File: config.mk
export PLATFORM = sky130hd
export DESIGN_NAME = ips_ctrl
export DESIGN_NICKNAME = d
export VERILOG_FILES = /design/src/ips_pkg.sv /design/src/ips_ctrl.sv
export SDC_FILE = /design/constraint.sdc
export NUM_CORES = 1
export LEC_CHECK = 0
export ABC_CLOCK_PERIOD_IN_PS = 1550
export BUFFER_PORTS_ARGS = -buffer_cell sky130_fd_sc_hd__buf_2
export CAP_MARGIN = 10
export CORE_MARGIN = 8
export CORE_UTILIZATION = 40
export CTS_CLUSTER_DIAMETER = 50
export DETAILED_ROUTE_END_ITERATION = 10
export PLACE_DENSITY = 0.65
export SYNTH_ARGS = -nofsm -noshare
export SYNTH_HDL_FRONTEND = slang
export SYNTH_SLANG_ARGS = --single-unit
File: constraint.sdc
create_clock -name clk -period 1.55 [get_ports clk]
set_input_delay 0.0775 -clock clk [delete_from_list [all_inputs] [get_ports clk]]
set_output_delay 0.0775 -clock clk [all_outputs]
set_load 0.01 [all_outputs]
File: src/ips_pkg.sv
package ips_pkg;

  localparam int unsigned OPCODE_W = 2;
  localparam int unsigned TIME_W   = 32;
  localparam int unsigned RT_W     = 24;
  localparam int unsigned CFG_W    = 48;
  localparam int unsigned CFG_IDX_W = 3;

  localparam int unsigned PW_L_W = 26;
  localparam int unsigned PW_T_W = 18;
  localparam int unsigned PW_H_W = 17;
  localparam int unsigned WSUM_W = 9;
  localparam int unsigned TERM_W = 40;
  localparam int unsigned SUM_W  = 41;
  localparam int unsigned DEN_W  = 40;
  localparam int unsigned PP_W   = 44;
  localparam int unsigned NUM_W  = 64;
  localparam int unsigned QUO_W  = 32;

  localparam int unsigned DIV_STEPS = 32;
  localparam int unsigned DIV_CNT_W = 5;

  typedef enum logic [1:0] {
    OP_EVALUATE   = 2'd0,
    OP_FORCE_RUN  = 2'd1,
    OP_FORCE_STOP = 2'd2
  } opcode_t;

  typedef enum logic [2:0] {
    REG_ENABLED     = 3'd0,
    REG_THRESHOLDS  = 3'd1,
    REG_WEIGHTS     = 3'd2,
    REG_BASE_RT     = 3'd3,
    REG_PERIOD      = 3'd4,
    REG_RT_LIMITS   = 3'd5
  } cfg_idx_t;

  typedef struct packed {
    logic [1:0]        opcode;
    logic [31:0]       now_ms;
    logic [6:0]        humidity;
    logic signed [7:0] temperature;
    logic [11:0]       soil_moisture;
    logic [15:0]       light;
  } in_item_t;

  typedef struct packed {
    logic        pump_on;
    logic [23:0] runtime_ms;
  } out_item_t;

  typedef struct packed {
    logic load;
    logic prod;
    logic term;
    logic sum;
    logic pprod;
    logic num;
    logic dinit;
    logic dstep;
    logic clamp;
    logic finish;
  } dp_cmd_t;

  typedef struct packed {
    logic is_eval;
  } dp_sts_t;

  typedef enum logic [3:0] {
    ST_IDLE,
    ST_PROD,
    ST_TERM,
    ST_SUM,
    ST_PPROD,
    ST_NUM,
    ST_DINIT,
    ST_DIV,
    ST_CLAMP,
    ST_FINAL
  } ctl_state_t;

endpackage

File: src/ips_ctrl.sv
module ips_ctrl (
  input  logic              clk,
  input  logic              rst_n,
  input  logic              in_valid,
  output logic              in_stall,
  output logic              out_valid,
  input  logic              out_stall,
  input  ips_pkg::dp_sts_t  sts,
  output ips_pkg::dp_cmd_t  cmd
);

  ips_pkg::ctl_state_t state_r, state_nxt;
  logic [ips_pkg::DIV_CNT_W-1:0] cnt_r, cnt_nxt;
  logic out_valid_r, out_valid_nxt;

  always_ff @(posedge clk) begin
    if (!rst_n) begin
      state_r     <= ips_pkg::ST_IDLE;
      cnt_r       <= '0;
      out_valid_r <= 1'b0;
    end else begin
      state_r     <= state_nxt;
      cnt_r       <= cnt_nxt;
      out_valid_r <= out_valid_nxt;
    end
  end

  always_comb begin
    state_nxt     = state_r;
    cnt_nxt       = cnt_r;
    out_valid_nxt = out_valid_r & out_stall;
    cmd           = '0;
    in_stall      = 1'b1;
    unique case (state_r)
      ips_pkg::ST_IDLE: begin
        in_stall = 1'b0;
        if (in_valid) begin
          cmd.load  = 1'b1;
          state_nxt = ips_pkg::ST_PROD;
        end
      end
      ips_pkg::ST_PROD: begin
        cmd.prod  = 1'b1;
        state_nxt = sts.is_eval ? ips_pkg::ST_TERM : ips_pkg::ST_FINAL;
      end
      ips_pkg::ST_TERM: begin
        cmd.term  = 1'b1;
        state_nxt = ips_pkg::ST_SUM;
      end
      ips_pkg::ST_SUM: begin
        cmd.sum   = 1'b1;
        state_nxt = ips_pkg::ST_PPROD;
      end
      ips_pkg::ST_PPROD: begin
        cmd.pprod = 1'b1;
        state_nxt = ips_pkg::ST_NUM;
      end
      ips_pkg::ST_NUM: begin
        cmd.num   = 1'b1;
        state_nxt = ips_pkg::ST_DINIT;
      end
      ips_pkg::ST_DINIT: begin
        cmd.dinit = 1'b1;
        cnt_nxt   = '0;
        state_nxt = ips_pkg::ST_DIV;
      end
      ips_pkg::ST_DIV: begin
        cmd.dstep = 1'b1;
        cnt_nxt   = cnt_r + 1'b1;
        if (cnt_r == ips_pkg::DIV_CNT_W'(ips_pkg::DIV_STEPS - 1)) begin
          state_nxt = ips_pkg::ST_CLAMP;
        end
      end
      ips_pkg::ST_CLAMP: begin
        cmd.clamp = 1'b1;
        state_nxt = ips_pkg::ST_FINAL;
      end
      ips_pkg::ST_FINAL: begin
        if (!out_valid_r || !out_stall) begin
          cmd.finish    = 1'b1;
          out_valid_nxt = 1'b1;
          state_nxt     = ips_pkg::ST_IDLE;
        end
      end
      default: begin
        state_nxt = ips_pkg::ST_IDLE;
      end
    endcase
  end

  assign out_valid = out_valid_r;

endmodule

==> summary.txt, run 1 <==
Outcome
  – Outcome: complete, no violations

Critical path
  – Worst-path cell chain: ha_2 -> and3_1 -> ha_2 -> nand2_2 -> o21ai_2 -> a2111oi_2
  – Worst R2R Setup Slack: 0.06 ns
  – Required time worst endpoint: 1.70 ns
  – CP Class: flip-flop to flip-flop
  – Reg2Reg Launch Point: cnt_r[0]
  – Crit-path slowest cell: a2111oi_2
  – CP most frequent cell: ha_2
  – Reg2Reg Depth: 6
  – Worst EP arrival: 1.64 ns
  – Startpoint types: flip-flop
  – Worst Setup End Kind: flip-flop
  – Slowest stage delay, CP: 0.37 ns
  – Worst R2R End: state_r[1]
  – CP max FO: 4

Synth
  – Synthesis Warnings: 0
  – Netlist Area Pre-Place: 666 sq um
  – Cell taking the most area after synthesis: dfxtp_1
  – Syn_nets: 96
  – Most area-consuming cells after synthesis: dfxtp_1 30%, nor2_1 7.9%, a21oi_1 7.5%, nand2_1 5.6%, nor3_1 5.3%
  – Syn Inst Count: 89
  – Mean Syn Cell Area: 7.48 sq um
  – Post-synth top area share: 30.1%
  – Synth Register Bits: 10
  – Synth cell types: 29
  – Seq/Total Area, Yosys: 30.1%

Placement
  – RePlAce Congestion: 0.789
  – Buffers on Ports: 16
  – DP HPWL: 1.21 mm
  – Placed cell area: 747 sq um

Power and ir drop
  – Leak: 0.386 nW
  – Peak VDD IR: 604 uV
  – Tot Pwr: 874 uW
  – Cell Pwr Density: 1070 nW/um^2

Clock tree
  – H-tree Lvls: 1
  – TritonCTS clock tree: done
  – Clk Latency, worst-skew pair: 0.26 ns
  – Worst-path clk slew: 0.06 ns
  – Clock Sinks: 10
  – Root buffer cell: clkbuf_4
  – Max Buffers Root-to-Sink: 2
  – TritonCTS Buffers: 3

Global route
  – Total GRT Usage: 9.80%
  – Number of global-route vias before repair: 609
  – Initial antenna violation count: 0
  – Pin count of the biggest net entering global routing: 17
  – First-pass GRT wire length: 2.59 mm
  – Overflow after GRT: 0

STA
  – Fin crit period: 1.49 ns
  – Layout Skew: 0.00341 ns
  – Final hold vios: 0
  – Least-Margin Pin Slew: 0.314 ns
  – Endpoints failing setup: 0
  – Normalized max-slew margin: 79.1%
  – Pins Over Slew Limit: 0
  – Max Fclk: 672 MHz
  – Period utilization: 96.0%

Worst hold path
  – HP Start: rst_n
  – Min-delay worst type: primary input to flip-flop
  – Worst hold stages: 3
  – Hold worst-path end: cnt_r[3]

Routing
  – Routed Antenna Nets: 0
  – Via count: 669
  – Routed length per placed instance: 12.9 um
  – Remaining DRCs: 0
  – Iteration-0 DRC Markers: 8
  – Total Wirelength: 1.59 mm
  – Vias per Instance: 5.44
  – 1st-pass router iterations: 4

Floorplanning
  – Rows: 14
  – Die width: 56.8 um
  – I/O Pins: 17
  – Die Y-Extent: 56.8 um
  – Die area: 3230 sq um
  – Initial Util: 43.2%
  – Core footprint: 1540 sq um

Layout
  – Finished Cell Area: 813 sq um
  – Most common cell after layout, fill and taps aside: buf_2
  – Layout Nets: 116
  – Diode count: 0
  – Syn-to-layout area delta: 22.2%
  – Share of cells above drive strength 1: 36.4%
  – Most frequent cells in the layout: 16 x buf_2, 13 x nor2_1, 10 x a21oi_1, 9 x nand2_1

Flow run
  – Max-cap violation count: 0
-- worst max-delay path: cells and delay by family, from the launching register on --
family                   cells  cell delay [ns]
AO/OA/AOI/OAI                2             0.43
adder cells (fa/ha/maj)      2             0.37
flip-flops                   1             0.34
AND/OR/NAND/NOR              2             0.25
-- logic make-up after synthesis --
family | count (synthesis) | share of synthesized area, %
and+or+nand+nor | 47 | 36.8
buffers and inverters | 9 | 10.1
muxes | 1 | 1.50
AOI/OAI and AO/OA | 20 | 17.7
adders and majority gates | 2 | 3.76
DFF | 10 | 30.1
-- synthesized netlist by cell type --
cell type / count
a2111oi_0: 1
a21oi_1: 10
ha_1: 2
or4_1: 1
nand2_1: 10
inv_1: 2
buf_6: 2
or3_1: 1
o32ai_1: 1
mux2i_1: 1
dfxtp_1: 10
buf_4: 2
nand2b_1: 3
o21a_1: 1
buf_8: 1
nor4_2: 1
inv_2: 1
nor3_1: 7
nor3b_1: 2
and3_1: 3
o21ai_1: 4
nor2_1: 14
a31oi_1: 1
nand3b_4: 1
o221ai_1: 1
nor2b_1: 1
a21o_1: 1
clkbuf_1: 1
nand3_1: 3
-- metal layers --
layer  wire length (um)  vias up  GRT usage, %
li1                   -      352             -
met1                684      296          10.3
met2                792       17          15.8
met3                 94        4          4.04
met4                 21        0          6.04
met5                  0        -             0
-- registers in the layout, indices dropped and copies added, names as in the netlist --
signal,flops
out_valid,1
cnt_r,5
state_r,4
-- power by group --
part | switching, mW | internal (mW) | total, mW
Clock | 0.0868 | 0.0896 | 0.176
Sequential | 0.0463 | 0.282 | 0.328
Combinational | 0.204 | 0.166 | 0.370
Total | 0.337 | 0.537 | 0.874
-- through the flow --
step,instances,TNS [ns],setup slack (ns),hold WS [ns],util (%)
2_1_floorplan,89,0,0.107,0.219,-
3_3_place_gp,120,0,0.0407,0.371,48.5
3_5_place_dp,120,-0.0802,-0.0802,0.380,48.5
4_1_cts,123,0,0.0109,0.0994,50.6
5_1_grt,123,-0.0190,-0.0190,0.113,52.8
6_report,123,0,0.0621,0.108,52.8
-- worst max-delay path by stage --
stage,cells past startpoint,endpoint,startpoint
after global routing,6,state_r[1],cnt_r[0]
after detailed placement,6,state_r[1],cnt_r[0]
after global placement,6,state_r[1],cnt_r[0]
after CTS,4,cmd[0],state_r[1]
final,6,state_r[1],cnt_r[0]
after floorplan,6,state_r[1],cnt_r[0]
-- area by class of cell --
class | count | area [sq um]
fill | 171 | 728
multi-input combinational | 70 | 438
sequential | 10 | 204
timing repair buffer | 21 | 118
clock buffer | 3 | 22.5
tap | 16 | 20.0
inverter | 3 | 11.3
-- what timing repair did --
item | CTS | global route
resized for setup | 4 | 9
setup endpoints to repair | 2 | 4
pin swaps | 1 | 1
setup buffers | 0 | 0
hold buffers | 0 | 0
No activity file was read; power rests on OpenSTA's default activity.
==> run 2, diff against run 1 <==
Settings changed: BUFFER_PORTS_ARGS -buffer_cell sky130_fd_sc_hd__buf_2 to -buffer_cell sky130_fd_sc_hd__buf_4, CELL_PAD_IN_SITES_DETAIL_PLACEMENT from default to 1, CELL_PAD_IN_SITES_GLOBAL_PLACEMENT from default to 1, CORE_UTILIZATION 40 to 32, PLACE_DENSITY 0.65 to default, PLACE_DENSITY_LB_ADDON from default to 0.1.
==> summary.txt, run 2 (synthesis results as in run 1) <==
Layout
  – Most common cell after layout, fill and taps aside: buf_4 (was buf_2)
  – Fin util: 44.8% (was 52.8%)
  – Top reg by flops: cnt_r (unchanged)
  – Most frequent cells in the layout: 22 x buf_4, 14 x nor2_1, 10 x nand2_1, 8 x a21oi_1, 7 x nor3_1 (was 16 x buf_2, 13 x nor2_1, 10 x a21oi_1, 9 x nand2_1)
  – Finished Cell Area: 880 sq um (was 813 sq um)
  – Share of cells above drive strength 1: 36.7% (was 36.4%)
  – Diode count: 0 (unchanged)
  – Syn-to-layout area delta: 32.1% (was 22.2%)
  – Largest register FFs: 5 (unchanged)
  – Layout Nets: 117 (was 116)

Placement
  – Buffers on Ports: 16 (unchanged)
  – RePlAce Congestion: 0.769 (was 0.789)
  – Placed cell area: 808 sq um (was 747 sq um)
  – DP HPWL: 1.52 mm (was 1.21 mm)

Clock tree
  – Post-CTS Hold Buffers: 0 (unchanged)
  – TritonCTS Buffers: 3 (unchanged)
  – TritonCTS clock tree: done (unchanged)
  – Max Buffers Root-to-Sink: 2 (unchanged)
  – H-tree Lvls: 1 (unchanged)
  – Clock Sinks: 10 (unchanged)
  – Setup bufs post-CTS: 0 (unchanged)
  – Clk Latency, worst-skew pair: 0.27 ns (was 0.26 ns)
  – Root buffer cell: clkbuf_4 (unchanged)
  – Worst-path clk slew: 0.07 ns (was 0.06 ns)

Power and ir drop
  – Internal: 622 uW (was 537 uW)
  – Tot Pwr: 964 uW (was 874 uW)
  – Peak VDD IR: 580 uV (was 604 uV)
  – Cell Pwr Density: 1100 nW/um^2 (was 1070 nW/um^2)
  – Part of the power in registers: 35.9% (was 37.5%)
  – Leak: 0.399 nW (was 0.386 nW)
  – Clock power share: 24.4% (was 20.2%)
  – Switch Pwr: 342 uW (was 337 uW)
  – Logic pwr share: 39.6% (was 42.3%)
  – Switching Share: 35.5% (was 38.5%)

STA
  – Normalized max-slew margin: 79.2% (was 79.1%)
  – Max Fclk: 680 MHz (was 672 MHz)
  – Pins Over Slew Limit: 0 (unchanged)
  – Layout Skew: 0.000537 ns (was 0.00341 ns)
  – Period utilization: 94.8% (was 96.0%)
  – Fin crit period: 1.47 ns (was 1.49 ns)
  – Endpoints failing setup: 0 (unchanged)
  – Least-Margin Pin Slew: 0.312 ns (was 0.314 ns)
  – Final hold vios: 0 (unchanged)
  – RSZ-0062 raised after global routing: no

Critical path
  – Startpoint types: flip-flop (unchanged)
  – Worst R2R Setup Slack: 0.10 ns (was 0.06 ns)
  – Top delay family on crit path: simple AND/OR/NAND/NOR gates (was compound AO/OA/AOI/OAI gates)
  – Worst EP arrival: 1.39 ns (was 1.64 ns)
  – Required time worst endpoint: 1.47 ns (was 1.70 ns)
  – Worst Setup End Kind: output pin (was flip-flop)
  – Reg2Reg Launch Point: cnt_r[1] (was cnt_r[0])
  – Crit-path slowest cell: dfxtp_4 (was a2111oi_2)
  – Worst path bufs/invs: 1 (was 0)
  – Worst-path cell chain: nand2b_4 -> or3_4 -> a21oi_2 -> buf_4 (was ha_2 -> and3_1 -> ha_2 -> nand2_2 -> o21ai_2 -> a2111oi_2)
  – CP Class: flip-flop to output pin (was flip-flop to flip-flop)
  – Reg2Reg Depth: 7 (was 6)
  – CP max FO: 8 (was 4)
  – Slowest stage delay, CP: 0.38 ns (was 0.37 ns)
  – Worst R2R End: state_r[0] (was state_r[1])
  – Critical Path Stages: 4 (was 6)

Floorplanning
  – Die Y-Extent: 61.6 um (was 56.8 um)
  – Die area: 3800 sq um (was 3230 sq um)
  – Core footprint: 1960 sq um (was 1540 sq um)
  – Rows: 16 (was 14)
  – I/O Pins: 17 (unchanged)
  – Die width: 61.6 um (was 56.8 um)
  – Initial Util: 33.9% (was 43.2%)

Worst hold path
  – Hold worst-path end: cnt_r[3] (unchanged)
  – Worst hold stages: 3 (unchanged)
  – HP Start: rst_n (unchanged)
  – Min-delay worst type: primary input to flip-flop (unchanged)

Global route
  – Overflow after GRT: 0 (unchanged)
  – Number of global-route vias before repair: 680 (was 609)
  – Pin count of the biggest net entering global routing: 17 (unchanged)
  – Initial antenna violation count: 0 (unchanged)
  – Total GRT Usage: 11.1% (was 9.80%)
  – First-pass GRT wire length: 3.06 mm (was 2.59 mm)

Routing
  – Routed Antenna Nets: 0 (unchanged)
  – Total Wirelength: 1.94 mm (was 1.59 mm)
  – Routed length per placed instance: 14.3 um (was 12.9 um)
  – Via count: 693 (was 669)
  – Iteration-0 DRC Markers: 8 (unchanged)
  – Remaining DRCs: 0 (unchanged)
  – Vias per Instance: 5.10 (was 5.44)
  – 1st-pass router iterations: 6 (was 4)

Flow run
  – Max-cap violation count: 0 (unchanged)

Outcome
  – Outcome: complete, no violations (unchanged)
[run 2: changes by cell type in the layout (fill, tap and decap cells not counted), sizes merged]
cell | before | now
buf | 21 | 22
clkbuf | 3 | 4
[run 2: power by group through the flow]
stage | registers (mW) | logic [mW] | clock network [mW]
3_5_place_dp | 0.340 | 0.367 | 0
4_1_cts | 0.342 | 0.374 | 0.250
6_report | 0.347 | 0.382 | 0.236
3_3_place_gp | 0.340 | 0.361 | 0
2_1_floorplan | 0.298 | 0.269 | 0
5_1_grt | 0.353 | 0.418 | 0.265
[run 2: what timing repair did]
| action | CTS | global route |
|---|---|---|
| resized for setup | 7 | 6 |
| pin swaps | 1 | 0 |
| endpoints found under the setup margin | 8 | 4 |
[run 2: how the worst max path moves through the flow]
stage	from	end	slack, ns
after global placement	cnt_r[0]	state_r[1]	-0.01
after global routing	cnt_r[0]	state_r[0]	0.004
after floorplan	cnt_r[0]	state_r[1]	0.11
after detailed placement	cnt_r[1]	state_r[1]	-0.04
final	state_r[1]	cmd[0]	0.08
after CTS	state_r[1]	cmd[0]	0.003
[run 2: metrics by stage]
stage	hold slack, ns	setup TNS (ns)	instances	setup slack, ns
3_5_place_dp	0.370	-0.0407	132	-0.0407
2_1_floorplan	0.219	0	89	0.107
3_3_place_gp	0.359	-0.0128	132	-0.0128
4_1_cts	0.0776	0	136	0.00261
6_report	0.0939	0	136	0.0801
5_1_grt	0.0837	0	136	0.00397
[run 2: final cells by class]
cell class	count	area, sq um
clock buffers	4	36.3
flip-flops and latches	10	209
inverters	3	11.3
fillers	277	1080
multi-input cells	70	424
repair buffers	22	165
well taps	27	33.8
[run 2: routing by layer]
metal  track usage (%)  vias to the layer above  share of wire, %
met1              11.5                      323                43
met5                 0                        -                 0
met3              4.38                        2               5.6
li1                  -                      354                 -
met2              19.8                       14                51
met4              3.90                        0              0.52
[run 2: tightest hold or removal path, delay by kind of cell]
kind	cells	cell delay (ns)
AO/OA/AOI/OAI	1	0.07
buffers and inverters	1	0.11
AND/OR/NAND/NOR	1	0.07
==> run 3, diff against run 2 <==
Settings changed: CELL_PAD_IN_SITES_GLOBAL_PLACEMENT 1 to 2, CORE_UTILIZATION 32 to 25.
==> summary.txt, run 3 (synthesis results as in run 1) <==
Placement
  – Buffers on Ports: 16 (unchanged)
  – Dpl cells: 132 (unchanged)
  – Pre-CTS WS: -0.0336 ns (was -0.0407 ns)
  – RePlAce Congestion: 0.714 (was 0.769)
  – DP HPWL: 1.38 mm (was 1.52 mm)

Clock tree
  – TritonCTS clock tree: done (unchanged)
  – Max Buffers Root-to-Sink: 2 (unchanged)
  – Clock Sinks: 10 (unchanged)
  – H-tree Lvls: 1 (unchanged)
  – Root buffer cell: clkbuf_4 (unchanged)
  – TritonCTS Buffers: 3 (unchanged)
  – Clk Latency, worst-skew pair: 0.27 ns (about the same)
  – Worst-path clk slew: 0.08 ns (was 0.07 ns)

STA
  – Post-route setup slack: 0.0868 ns (was 0.0801 ns)
  – Hold_ws: 0.0854 ns (was 0.0939 ns)
  – Fin crit period: 1.46 ns (was 1.47 ns)
  – Endpoints failing setup: 0 (unchanged)
  – Setup_tns: 0 ns (unchanged)
  – RSZ-0062 raised after global routing: no (unchanged)
  – Normalized max-slew margin: 77.2% (was 79.2%)
  – Final hold vios: 0 (unchanged)
  – Pins Over Slew Limit: 0 (unchanged)
  – Least-Margin Pin Slew: 0.341 ns (was 0.312 ns)
  – Period utilization: 94.4% (was 94.8%)
  – Max Fclk: 683 MHz (was 680 MHz)
  – Layout Skew: 0.000790 ns (was 0.000537 ns)

Floorplanning
  – Die Y-Extent: 67.6 um (was 61.6 um)
  – Initial Util: 26.6% (was 33.9%)
  – Core footprint: 2500 sq um (was 1960 sq um)
  – Rows: 18 (was 16)
  – I/O Pins: 17 (unchanged)
  – Die width: 67.6 um (was 61.6 um)
  – Die area: 4570 sq um (was 3800 sq um)

Flow run
  – Max-cap violation count: 0 (unchanged)

Critical path
  – Worst path bufs/invs: 1 (unchanged)
  – Startpoint types: flip-flop (unchanged)
  – Worst Setup End Kind: output pin (unchanged)
  – Top delay family on crit path: simple AND/OR/NAND/NOR gates (unchanged)
  – CP max FO: 3 (was 8)
  – Worst R2R Setup Slack: 0.10 ns (about the same)
  – CP Class: flip-flop to output pin (unchanged)
  – Reg2Reg Depth: 6 (was 7)
  – Crit-path slowest cell: or3_4 (was dfxtp_4)
  – Slowest stage delay, CP: 0.36 ns (was 0.38 ns)
  – Worst R2R End: state_r[1] (was state_r[0])
  – Required time worst endpoint: 1.47 ns (about the same)
  – Worst-path cell chain: nand2b_1 -> or3_4 -> a21oi_2 -> buf_4 (was nand2b_4 -> or3_4 -> a21oi_2 -> buf_4)
  – Reg2Reg Launch Point: cnt_r[1] (unchanged)
  – Worst EP arrival: 1.39 ns (about the same)

Power and ir drop
  – Tot Pwr: 952 uW (was 964 uW)
  – Cell Pwr Density: 1060 nW/um^2 (was 1100 nW/um^2)
  – Clock power share: 26.2% (was 24.4%)
  – Switch Pwr: 351 uW (was 342 uW)
  – Internal: 601 uW (was 622 uW)
  – Switching Share: 36.8% (was 35.5%)
  – Part of the power in registers: 34.3% (was 35.9%)
  – Logic pwr share: 39.6% (about the same)
  – Peak VDD IR: 476 uV (was 580 uV)
  – Leak: 0.391 nW (was 0.399 nW)

Layout
  – Non-filler instance count after layout: 138 (was 136)
  – Top reg by flops: cnt_r (unchanged)
  – Largest register FFs: 5 (unchanged)
  – Most common cell after layout, fill and taps aside: buf_4 (unchanged)
  – Syn-to-layout area delta: 34.6% (was 32.1%)
  – Most frequent cells in the layout: 21 x buf_4, 14 x nor2_1, 9 x nand2_1, 9 x a21oi_1, 7 x nor3_1 (was 22 x buf_4, 14 x nor2_1, 10 x nand2_1, 8 x a21oi_1, 7 x nor3_1)
  – Layout Nets: 116 (was 117)
  – # fillers: 311 (was 277)
  – Share of cells above drive strength 1: 37.0% (was 36.7%)
  – Diode count: 0 (unchanged)

Routing
  – 1st-pass router iterations: 4 (was 6)
  – Remaining DRCs: 0 (unchanged)
  – Routed Antenna Nets: 0 (unchanged)
  – Vias per Instance: 4.93 (was 5.10)
  – Routed length per placed instance: 13.7 um (was 14.3 um)
  – Iteration-0 DRC Markers: 9 (was 8)
  – Via count: 680 (was 693)
  – Total Wirelength: 1.90 mm (was 1.94 mm)

Global route
  – Overflow after GRT: 0 (unchanged)
  – Initial antenna violation count: 0 (unchanged)
  – Pin count of the biggest net entering global routing: 17 (unchanged)
  – First-pass GRT wire length: 3.27 mm (was 3.06 mm)
  – Number of global-route vias before repair: 702 (was 680)
  – Total GRT Usage: 9.04% (was 11.1%)

Outcome
  – Outcome: complete, no violations (unchanged)

Worst hold path
  – Min-delay worst type: primary input to flip-flop (unchanged)
  – HP Start: rst_n (unchanged)
  – Hold worst-path end: cnt_r[3] (unchanged)
  – Worst hold stages: 3 (unchanged)
[run 3: cell count changes in the layout (fill, tap and decap cells not counted), sizes merged]
cell  previous run  this run
buf             22        21
[run 3: power by group through the flow]
| stage | clock [mW] | combinational, mW | sequential, mW |
|---|---|---|---|
| 2_1_floorplan | 0 | 0.269 | 0.298 |
| 5_1_grt | 0.275 | 0.419 | 0.332 |
| 3_3_place_gp | 0 | 0.325 | 0.353 |
| 6_report | 0.249 | 0.377 | 0.326 |
| 4_1_cts | 0.258 | 0.378 | 0.326 |
| 3_5_place_dp | 0 | 0.326 | 0.350 |
[run 3: final cells by class]
class                      instances  area, sq um  area share (%)
clock buffer                       4         36.3            4.05
inverter                           3         11.3            1.26
multi-input combinational         70          440            49.2
sequential                        10          213            23.7
tap                               30         37.5            4.19
timing repair buffer              21          158            17.6
[run 3: layer usage]
metal / vias up / global-route usage, % / part of all wire, %
met2: 13 / 13.5 / 43
li1: 351 / - / -
met5: - / 0 / 0
met3: 2 / 3.15 / 4.8
met1: 314 / 12.0 / 51
met4: 0 / 2.35 / 0.53
[run 3: worst min-delay path, stage by stage]
cell and delay, ns:
buf_4 0.10, nand3_1 0.07, o21ai_1 0.07
[run 3: how the worst max path moves through the flow]
stage | slack [ns] | endpoint | startpoint | cells after the start
after floorplan | 0.11 | state_r[1] | cnt_r[0] | 6
after global routing | 0.002 | cnt_r[2] | state_r[1] | 6
after global placement | 0.007 | state_r[1] | cnt_r[1] | 6
after detailed placement | -0.03 | state_r[1] | cnt_r[1] | 6
after CTS | 0.009 | state_r[0] | cnt_r[1] | 7
final | 0.09 | cmd[0] | state_r[1] | 4
[run 3: through the flow]
| step | area (sq um) | utilization, % |
|---|---|---|
| 6_report | 896 | 35.8 |
| 5_1_grt | 896 | 35.8 |
| 4_1_cts | 853 | 34.1 |
| 3_5_place_dp | 790 | 31.6 |
| 3_3_place_gp | 790 | 31.6 |
| 2_1_floorplan | 666 | - |
[run 3: repair_timing]
| item | CTS | global route |
|---|---|---|
| pin swaps | 1 | 1 |
| hold buffers | 0 | 0 |
| cloned | 0 | 0 |
| gates resized for setup | 6 | 11 |
| endpoints found under the setup margin | 8 | 4 |
| buffers inserted | 2 | 0 |
